`config.mk`:
```
export PLATFORM = sky130hd
export DESIGN_NAME = multi_device_coherence_lock_tracker
export DESIGN_NICKNAME = d
export VERILOG_FILES = /design/src/hw/rtl/mdclt_pkg.sv /design/src/hw/rtl/mdclt_ctrl.sv /design/src/hw/rtl/mdclt_dp.sv /design/src/hw/rtl/multi_device_coherence_lock_tracker.sv
export SDC_FILE = /design/constraint.sdc
export NUM_CORES = 1
export LEC_CHECK = 0
export BUFFER_PORTS_ARGS = -buffer_cell sky130_fd_sc_hd__buf_2
export CAP_MARGIN = 15
export CORE_ASPECT_RATIO = 1.75
export CORE_MARGIN = 4
export CORE_UTILIZATION = 45
export DETAILED_ROUTE_END_ITERATION = 6
export GPL_TIMING_DRIVEN = 0
export PLACE_DENSITY = 0.69
export REMOVE_ABC_BUFFERS = 1
export SLEW_MARGIN = 20
export SYNTH_ARGS = -nofsm -noshare
export SYNTH_HDL_FRONTEND = slang
export SYNTH_HIERARCHICAL = 1
export SYNTH_SLANG_ARGS = --single-unit
```
`constraint.sdc`:
```
create_clock -name clk -period 3.7 [get_ports clk]
set_input_delay 0.37 -clock clk [delete_from_list [all_inputs] [get_ports clk]]
set_output_delay 0.37 -clock clk [all_outputs]
set_load 0.005 [all_outputs]
```
`src/hw/rtl/mdclt_pkg.sv`:
```
// ----------------------------------------------------------------------------
// mdclt_pkg
// Constants, codes and shared types of the coherence lock tracker.
// ----------------------------------------------------------------------------
`default_nettype none

package mdclt_pkg;

	localparam int NUM_DEVICES     = 8;	// 2 .. 8
	localparam int READ_COUNT_BITS = 8;	// 2 .. 16
	localparam int DEV_W           = $clog2(NUM_DEVICES);

	typedef enum logic [2:0] {
		CMD_RLOCK   = 3'd0,
		CMD_RUNLOCK = 3'd1,
		CMD_WLOCK   = 3'd2,
		CMD_WUNLOCK = 3'd3,
		CMD_UNCACHE = 3'd4,
		CMD_SETMODE = 3'd5
	} cmd_e_t;

	typedef enum logic [2:0] {
		STS_OK          = 3'd0,
		STS_WLOCKED     = 3'd1,
		STS_LOCKED      = 3'd2,
		STS_NOT_VALID   = 3'd3,
		STS_MISMATCH    = 3'd4,
		STS_UNSUPPORTED = 3'd5,
		STS_REFUSED     = 3'd6,
		STS_OVERFLOW    = 3'd7
	} status_e_t;

	typedef enum logic [2:0] {
		ACT_NONE  = 3'd0,
		ACT_ALLOC = 3'd1,
		ACT_FILL  = 3'd2,
		ACT_COPY  = 3'd3,
		ACT_FREE  = 3'd4
	} action_e_t;

	typedef enum logic [1:0] {
		MODE_UNINIT  = 2'd0,
		MODE_UNIFORM = 2'd1,
		MODE_DATA    = 2'd2
	} mode_e_t;

	typedef enum logic [1:0] {
		ST_IDLE = 2'b01,
		ST_EXEC = 2'b10
	} state_t;

	// controller -> datapath
	typedef struct packed {
		logic capture;	// latch the incoming transaction
		logic commit;	// evaluate, update tracking state, load result register
	} ctl_cmd_t;

endpackage

`default_nettype wire

```
`src/hw/rtl/mdclt_ctrl.sv`:
```
// ----------------------------------------------------------------------------
// mdclt_ctrl
// Two-state sequencer and result-register valid for the lock tracker.
// ----------------------------------------------------------------------------
`default_nettype none

module mdclt_ctrl (
	input  wire                  clk,
	input  wire                  arst_n,
	input  wire                  in_valid,
	output logic                 in_stall,
	output logic                 out_valid,
	input  wire                  out_stall,
	output mdclt_pkg::ctl_cmd_t  cmd_o
);
	import mdclt_pkg::*;

	state_t state_q, state_d;
	logic   out_valid_q;

	always_comb begin
		in_stall       = (state_q != ST_IDLE);
		cmd_o.capture  = in_valid && (state_q == ST_IDLE);
		// result register is free, or drains this very edge
		cmd_o.commit   = (state_q == ST_EXEC) && (!out_valid_q || !out_stall);
		state_d        = state_q;
		case (state_q)
			ST_IDLE: begin
				if (cmd_o.capture)
					state_d = ST_EXEC;
			end
			ST_EXEC: begin
				if (cmd_o.commit)
					state_d = ST_IDLE;
			end
			default: state_d = ST_IDLE;
		endcase
	end

	always_ff @(posedge clk or negedge arst_n) begin
		if (!arst_n) begin
			state_q     <= ST_IDLE;
			out_valid_q <= 1'b0;
		end else begin
			state_q <= state_d;
			if (cmd_o.commit)
				out_valid_q <= 1'b1;
			else if (!out_stall)
				out_valid_q <= 1'b0;
		end
	end

	assign out_valid = out_valid_q;

endmodule

`default_nettype wire

```
`src/hw/rtl/mdclt_dp.sv`:
```
// ----------------------------------------------------------------------------
// mdclt_dp
// Per-device tracking state, command evaluation and result register.
// ----------------------------------------------------------------------------
`default_nettype none

module mdclt_dp (
	input  wire                  clk,
	input  wire                  arst_n,
	input  mdclt_pkg::ctl_cmd_t  cmd_i,
	input  wire  [2:0]           cmd,
	input  wire  [2:0]           dev,
	input  wire                  new_mode,
	output logic [2:0]           status,
	output logic [2:0]           action,
	output logic                 need_alloc,
	output logic [2:0]           src_dev,
	output logic [2:0]           dst_dev
);
	import mdclt_pkg::*;

	// captured transaction
	logic [2:0] cmd_q;
	logic [2:0] dev_q;
	logic       nm_q;

	// result register
	logic [2:0] status_q;
	logic [2:0] action_q;
	logic       need_alloc_q;
	logic [2:0] src_dev_q;
	logic [2:0] dst_dev_q;

	// tracking state
	mode_e_t                    mode_q, mode_n;
	logic [NUM_DEVICES-1:0]     cv_q, cv_n;	// copy valid
	logic [NUM_DEVICES-1:0]     al_q, al_n;	// arrays allocated
	logic [NUM_DEVICES-1:0]     wl_q, wl_n;	// write locked
	logic [READ_COUNT_BITS-1:0] rc_q [NUM_DEVICES];
	logic [READ_COUNT_BITS-1:0] rc_n [NUM_DEVICES];

	// evaluation
	logic [DEV_W-1:0]       di;
	logic                   dev_ok;
	logic [NUM_DEVICES-1:0] dev_oh;
	logic                   any_wl, any_lock, other_valid;
	logic [DEV_W-1:0]       hi_valid, src_sel;
	logic                   mv_fresh;
	status_e_t              mv_st, st;
	action_e_t              mv_act, act;
	logic                   mv_na, na;
	logic [DEV_W-1:0]       mv_src, src;
	logic [READ_COUNT_BITS-1:0] rc_base;

	always_comb begin
		di       = DEV_W'(dev_q);
		dev_ok   = (32'(dev_q) < NUM_DEVICES);
		dev_oh   = NUM_DEVICES'(1) << di;
		any_wl   = |wl_q;
		any_lock = any_wl;
		hi_valid = '0;
		for (int i = 0; i < NUM_DEVICES; i++) begin
			if (rc_q[i] != '0)
				any_lock = 1'b1;
			if (cv_q[i])
				hi_valid = DEV_W'(i);
		end
		src_sel     = cv_q[0] ? '0 : hi_valid;
		other_valid = |(cv_q & ~dev_oh);

		// bring copy di up to date
		mv_st  = STS_OK;
		mv_act = ACT_NONE;
		mv_na  = 1'b0;
		mv_src = '0;
		if (!cv_q[di]) begin
			case (mode_q)
				MODE_DATA: begin
					if (cv_q == '0)
						mv_st = STS_NOT_VALID;
					else if (src_sel != '0 && di != '0)
						mv_st = STS_UNSUPPORTED;
					else begin
						mv_act = ACT_COPY;
						mv_src = src_sel;
					end
				end
				MODE_UNIFORM: mv_act = ACT_FILL;
				default:      mv_act = ACT_ALLOC;
			endcase
			if (mv_st == STS_OK)
				mv_na = !al_q[di];
		end
		mv_fresh = !cv_q[di] && (mv_st == STS_OK);
		rc_base  = mv_fresh ? '0 : rc_q[di];

		st     = STS_OK;
		act    = ACT_NONE;
		na     = 1'b0;
		src    = '0;
		mode_n = mode_q;
		cv_n   = cv_q;
		al_n   = al_q;
		wl_n   = wl_q;
		rc_n   = rc_q;

		if (cmd_q == CMD_SETMODE) begin
			if (any_lock)
				st = STS_REFUSED;
			else begin
				mode_n = nm_q ? MODE_UNIFORM : MODE_UNINIT;
				cv_n   = '0;
			end
		end else if (!dev_ok) begin
			st = STS_REFUSED;
		end else begin
			case (cmd_q)
				CMD_RLOCK: begin
					if (any_wl)
						st = STS_WLOCKED;
					else if (&rc_q[di])
						st = STS_OVERFLOW;
					else if (mv_st != STS_OK)
						st = mv_st;
					else begin
						act = mv_act;
						na  = mv_na;
						src = mv_src;
						if (mv_fresh) begin
							al_n[di] = 1'b1;
							cv_n[di] = 1'b1;
							wl_n[di] = 1'b0;
						end
						rc_n[di] = rc_base + READ_COUNT_BITS'(1);
					end
				end
				CMD_RUNLOCK: begin
					if (!cv_q[di])
						st = STS_NOT_VALID;
					else if (rc_q[di] == '0 || wl_q[di])
						st = STS_MISMATCH;
					else
						rc_n[di] = rc_q[di] - READ_COUNT_BITS'(1);
				end
				CMD_WLOCK: begin
					if (any_lock)
						st = STS_LOCKED;
					else if (mv_st != STS_OK)
						st = mv_st;
					else begin
						act      = mv_act;
						na       = mv_na;
						src      = mv_src;
						al_n[di] = 1'b1;
						if (mv_fresh)
							rc_n[di] = '0;
						wl_n[di] = 1'b1;
						cv_n     = dev_oh;	// this copy only
						mode_n   = MODE_DATA;
					end
				end
				CMD_WUNLOCK: begin
					if (!cv_q[di])
						st = STS_NOT_VALID;
					else if (rc_q[di] != '0 || !wl_q[di])
						st = STS_MISMATCH;
					else
						wl_n[di] = 1'b0;
				end
				CMD_UNCACHE: begin
					if (rc_q[di] != '0 || wl_q[di])
						st = STS_LOCKED;
					else if (mode_q == MODE_DATA && !other_valid)
						st = STS_NOT_VALID;
					else begin
						cv_n[di] = 1'b0;
						act      = al_q[di] ? ACT_FREE : ACT_NONE;
						al_n[di] = 1'b0;
					end
				end
				default: st = STS_REFUSED;
			endcase
		end
	end

	always_ff @(posedge clk) begin
		if (cmd_i.capture) begin
			cmd_q <= cmd;
			dev_q <= dev;
			nm_q  <= new_mode;
		end
		if (cmd_i.commit) begin
			status_q     <= st;
			action_q     <= act;
			need_alloc_q <= na;
			src_dev_q    <= 3'(src);
			dst_dev_q    <= (act != ACT_NONE) ? dev_q : 3'd0;
		end
	end

	always_ff @(posedge clk or negedge arst_n) begin
		if (!arst_n) begin
			mode_q <= MODE_UNINIT;
			cv_q   <= '0;
			al_q   <= '0;
			wl_q   <= '0;
			for (int i = 0; i < NUM_DEVICES; i++)
				rc_q[i] <= '0;
		end else if (cmd_i.commit) begin
			mode_q <= mode_n;
			cv_q   <= cv_n;
			al_q   <= al_n;
			wl_q   <= wl_n;
			rc_q   <= rc_n;
		end
	end

	assign status     = status_q;
	assign action     = action_q;
	assign need_alloc = need_alloc_q;
	assign src_dev    = src_dev_q;
	assign dst_dev    = dst_dev_q;

endmodule

`default_nettype wire

```
`src/hw/rtl/multi_device_coherence_lock_tracker.sv`:
```
// Usage: one buffer with copies on up to NUM_DEVICES devices (device 0 is the CPU).
// Input channel (in_valid/in_stall): a transaction carries cmd, dev and new_mode.
// Output channel (out_valid/out_stall): exactly one result transaction per input
//   transaction, in order: status, action, need_alloc, src_dev, dst_dev.
// Flow: a transaction taken from the input is held in the capture register, then
//   evaluated and loaded into the result register when that register is free,
//   from which the output takes it. A new input transaction is not taken until
//   the last one is loaded (controller's capture / evaluate sequence); evaluation
//   scans all device entries and updates the tracking state in one step.
// Stall: the result register holds its transaction while out_stall is high; one
//   further input transaction is taken and parked until the register frees.
// Reset (arst_n low): mode uninitialized, all valid/allocated/lock state cleared,
//   no result pending, input ready.
// ----------------------------------------------------------------------------
// multi_device_coherence_lock_tracker
// Top level: coherence and lock bookkeeping for one multi-device buffer.
// ----------------------------------------------------------------------------
`default_nettype none

module multi_device_coherence_lock_tracker (
	input  wire        clk,
	input  wire        arst_n,
	input  wire        in_valid,
	output logic       in_stall,
	input  wire  [2:0] cmd,
	input  wire  [2:0] dev,
	input  wire        new_mode,
	output logic       out_valid,
	input  wire        out_stall,
	output logic [2:0] status,
	output logic [2:0] action,
	output logic       need_alloc,
	output logic [2:0] src_dev,
	output logic [2:0] dst_dev
);
	import mdclt_pkg::*;

	ctl_cmd_t ctl_cmd;

	// sequencer: owns both handshakes
	mdclt_ctrl u_ctrl (
		.clk       (clk),
		.arst_n    (arst_n),
		.in_valid  (in_valid),
		.in_stall  (in_stall),
		.out_valid (out_valid),
		.out_stall (out_stall),
		.cmd_o     (ctl_cmd)
	);

	// tracking state, checks and the result register
	mdclt_dp u_dp (
		.clk        (clk),
		.arst_n     (arst_n),
		.cmd_i      (ctl_cmd),
		.cmd        (cmd),
		.dev        (dev),
		.new_mode   (new_mode),
		.status     (status),
		.action     (action),
		.need_alloc (need_alloc),
		.src_dev    (src_dev),
		.dst_dev    (dst_dev)
	);

endmodule

`default_nettype wire

```
==> impl_metrics.py <==
metrics = {
    "route": {
        "drtIter0Drc": 371,
        "via_count": 5318,
        "drtPass1Iterations": 5,
        "drc": 0,
        "drtAntennaViolNets": 0,
        "wl_um": 19010,
        "wl_per_cell_um": 23.01,
        "avgViaCountPerCell": 6.438,
    },
    "min_path": {
        "hp-class": "in -> reg",
        "whs_path_depth": 1,
    },
    "global_route": {
        "antenna_found_initial": 0,
        "track_usage_pct": 23.13,
        "grt_max_degree": 56,
        "grt_pass1_wl_um": 29800,
        "grt_pass1_vias": 5388,
        "grt_overflow": 0,
    },
    "yosys": {
        "syn_area_per_cell_um2": 11.02,
        "synth_edf_count": 20,
        "synth_cell_types": 84,
        "synth_top_area_share_pct": 34.71,
        "ys_ff_latch": 113,
        "synthCells": 602,
        "netlist_area_um2": 6633,
        "ys_seq_area_share_pct": 44.16,
        "synthTopCellsByArea": "dfrtp_1 35%, mux2_1 12%, edfxtp_1 9.1%",
        "synth.most_common_cell": "dfrtp_1",
        "async_reset_ff_share_pct": 82.30,
        "yosys.area.top_type": "dfrtp_1",
        "synthTopCellsByCount": "92 x dfrtp_1, 70 x mux2_1, 40 x nor2_1",
        "yosys_warnings": 6,
        "synth_flop_cell": "dfrtp_1",
    },
    "setup_path": {
        "cp.arrival_ns": 3.86,
        "path_class": "reg -> reg",
        "regToRegSetupSlack_ns": 0.13,
        "startpoint_type": "register",
        "cp-end-kind": "register",
        "required_ns": 3.99,
        "r2r_start": "u_dp/dev_q[0]",
        "setup.worst_path.start": "u_dp/dev_q[0]",
        "reg2reg_depth": 9,
        "crit_fanout": 22,
    },
    "cells_and_area": {
        "fin_nets": 649,
        "layout-drive-gt1-share_pct": 20.59,
        "final_core_util_pct": 53.53,
        "area_growth_pct": 16.54,
        "diodes": 0,
        "fill_cells": 1236,
    },
    "power": {
        "intPower_mw": 2.661,
        "swShare_pct": 26.95,
        "p_leak_nw": 3.371,
        "switchingPower_uw": 981.5,
        "power.density_nw_per_um2": 471.2,
        "p_clk_share_pct": 45.9,
        "p_seq_share_pct": 38.7,
        "comb_power_share_pct": 15.5,
        "ir_drop_mv": 0.2646,
    },
    "die": {
        "die_area_um2": 16820,
        "die_w_um": 99.78,
        "die_h_um": 168.6,
        "rows": 58,
        "io_pins": 26,
        "initial_core_util_pct": 45.93,
        "core_area_um2": 14440,
    },
    "clock_tree": {
        "clkSlewWorstSetupHoldPaths_ns": 0.05,
        "clk_latency_ns": 0.42,
        "clockBufferDepth": 2,
        "cts_buffers": 17,
        "cts_tree": "done",
        "htreeDepth": 4,
        "cts_sinks": 113,
        "root_buffer": "clkbuf_16",
    },
    "timing": {
        "drv_slew": 0,
        "fin_ws_ns": 0.1257,
        "grt_setup_unrepaired": "no",
        "slew_headroom_pct": 26.35,
        "max_freq_mhz": 279.8,
        "fin_crit_sh_pct": 96.60,
        "setup_viol": 0,
        "tns_ns": 0,
        "min_period_ns": 3.574,
        "tightestPinTransition_ns": 1.096,
        "finalClockSkew_ns": 0.02074,
        "hold_viol": 0,
    },
    "placed_design": {
        "hpwl_um": 13620,
        "io_buffer_count": 25,
        "place_ws_ns": -1.009,
        "gp_congestion": 0.9262,
    },
    "run_status": {
        "status": "finished clean",
    },
    "job": {
        "drv_cap": 0,
    },
}
placed cells by master, fill, tap and decap left out, drive strengths merged, types with 10 or more instances in the layout:
| master | instances |
|---|---|
| a21oi | 33 |
| a31oi | 10 |
| buf | 45 |
| clkbuf | 24 |
| dfrtp | 92 |
| edfxtp | 20 |
| inv | 16 |
| mux2 | 77 |
| mux2i | 16 |
| nand2 | 31 |
| nand3 | 25 |
| nor2 | 41 |
| nor3 | 18 |
| nor4 | 20 |
| o21ai | 33 |
| o31ai | 10 |
power by group through the flow:
stage / Clock, mW / Combinational (mW) / Sequential [mW]
3_3_place_gp: 0 / 0.453 / 1.46
5_1_grt: 1.75 / 0.609 / 1.41
6_report: 1.67 / 0.563 / 1.41
3_5_place_dp: 0 / 0.507 / 1.43
2_1_floorplan: 0 / 0.317 / 1.42
4_1_cts: 1.69 / 0.540 / 1.41
layer usage:
| layer | GRT usage (%) | up-vias | routed length, um |
|---|---|---|---|
| li1 | - | 2354 | - |
| met1 | 23.76 | 2640 | 6511 |
| met2 | 43.06 | 245 | 10420 |
| met3 | 3.381 | 79 | 954 |
| met4 | 13.91 | 0 | 1124 |
| met5 | 0 | - | 0 |
worst min path at each step:
stage          startpoint                         end
6_report           dev[0]               u_dp/dev_q[0]
5_1_grt            cmd[2]               u_dp/cmd_q[2]
4_1_cts            dev[0]               u_dp/dev_q[0]
3_5_place_dp       arst_n  asynchronous set/reset pin
3_3_place_gp     register                    register
2_1_floorplan      arst_n            u_ctrl/out_valid
layout make-up:
type | instances | area (um2) | area share, %
Multi-Input combinational cell | 439 | 3547 | 45.89
Sequential cell | 113 | 2929 | 37.89
Clock buffer | 24 | 481.7 | 6.232
Timing Repair Buffer | 46 | 356.6 | 4.613
Inverter | 16 | 63.81 | 0.8255
Tap cell | 180 | 225.2 | 2.914
Clock inverter | 8 | 126.4 | 1.635
repair_timing:
action	4_1_cts	5_1_grt
buffers inserted	5	8
pin swaps	1	4
endpoints found under the hold margin	37	0
setup endpoints to repair	96	81
resized for setup	11	5
hold buffers	1	0
cell families after synthesis:
| kind of cell | after synthesis | synth area share (%) |
|---|---|---|
| XOR/XNOR | 3 | 0.3962 |
| AO/OA/AOI/OAI | 138 | 14.37 |
| multiplexers | 102 | 18.98 |
| AND/OR/NAND/NOR | 191 | 17.58 |
| flip-flops | 113 | 44.16 |
| buffers and inverters | 50 | 3.565 |
| adder cells (fa/ha/maj) | 5 | 0.9432 |
stage by stage:
stage / total power, mW / cells / instance area (um2) / hold slack (ns)
floorplan: 1.740 / 568 / 6456 / 0.07441
global placement: 1.910 / 773 / 6807 / 0.4708
detailed placement: 1.941 / 780 / 6934 / 0.3116
CTS: 3.639 / 818 / 7655 / 0.1220
global route: 3.776 / 826 / 7730 / 0.1296
finish: 3.642 / 826 / 7730 / 0.1283
critical path, cell delays in order, from the launching register on:
cell and delay [ns]:
edfxtp_1 0.48, buf_8 0.24, clkinvlp_4 0.33, mux4_2 0.57, o31ai_4 0.13, nand3_1 0.40, o32ai_2 0.53, nor2_8 0.15
nand3_4 0.24, mux2_1 0.36
Power figures use the tool's default switching activity.
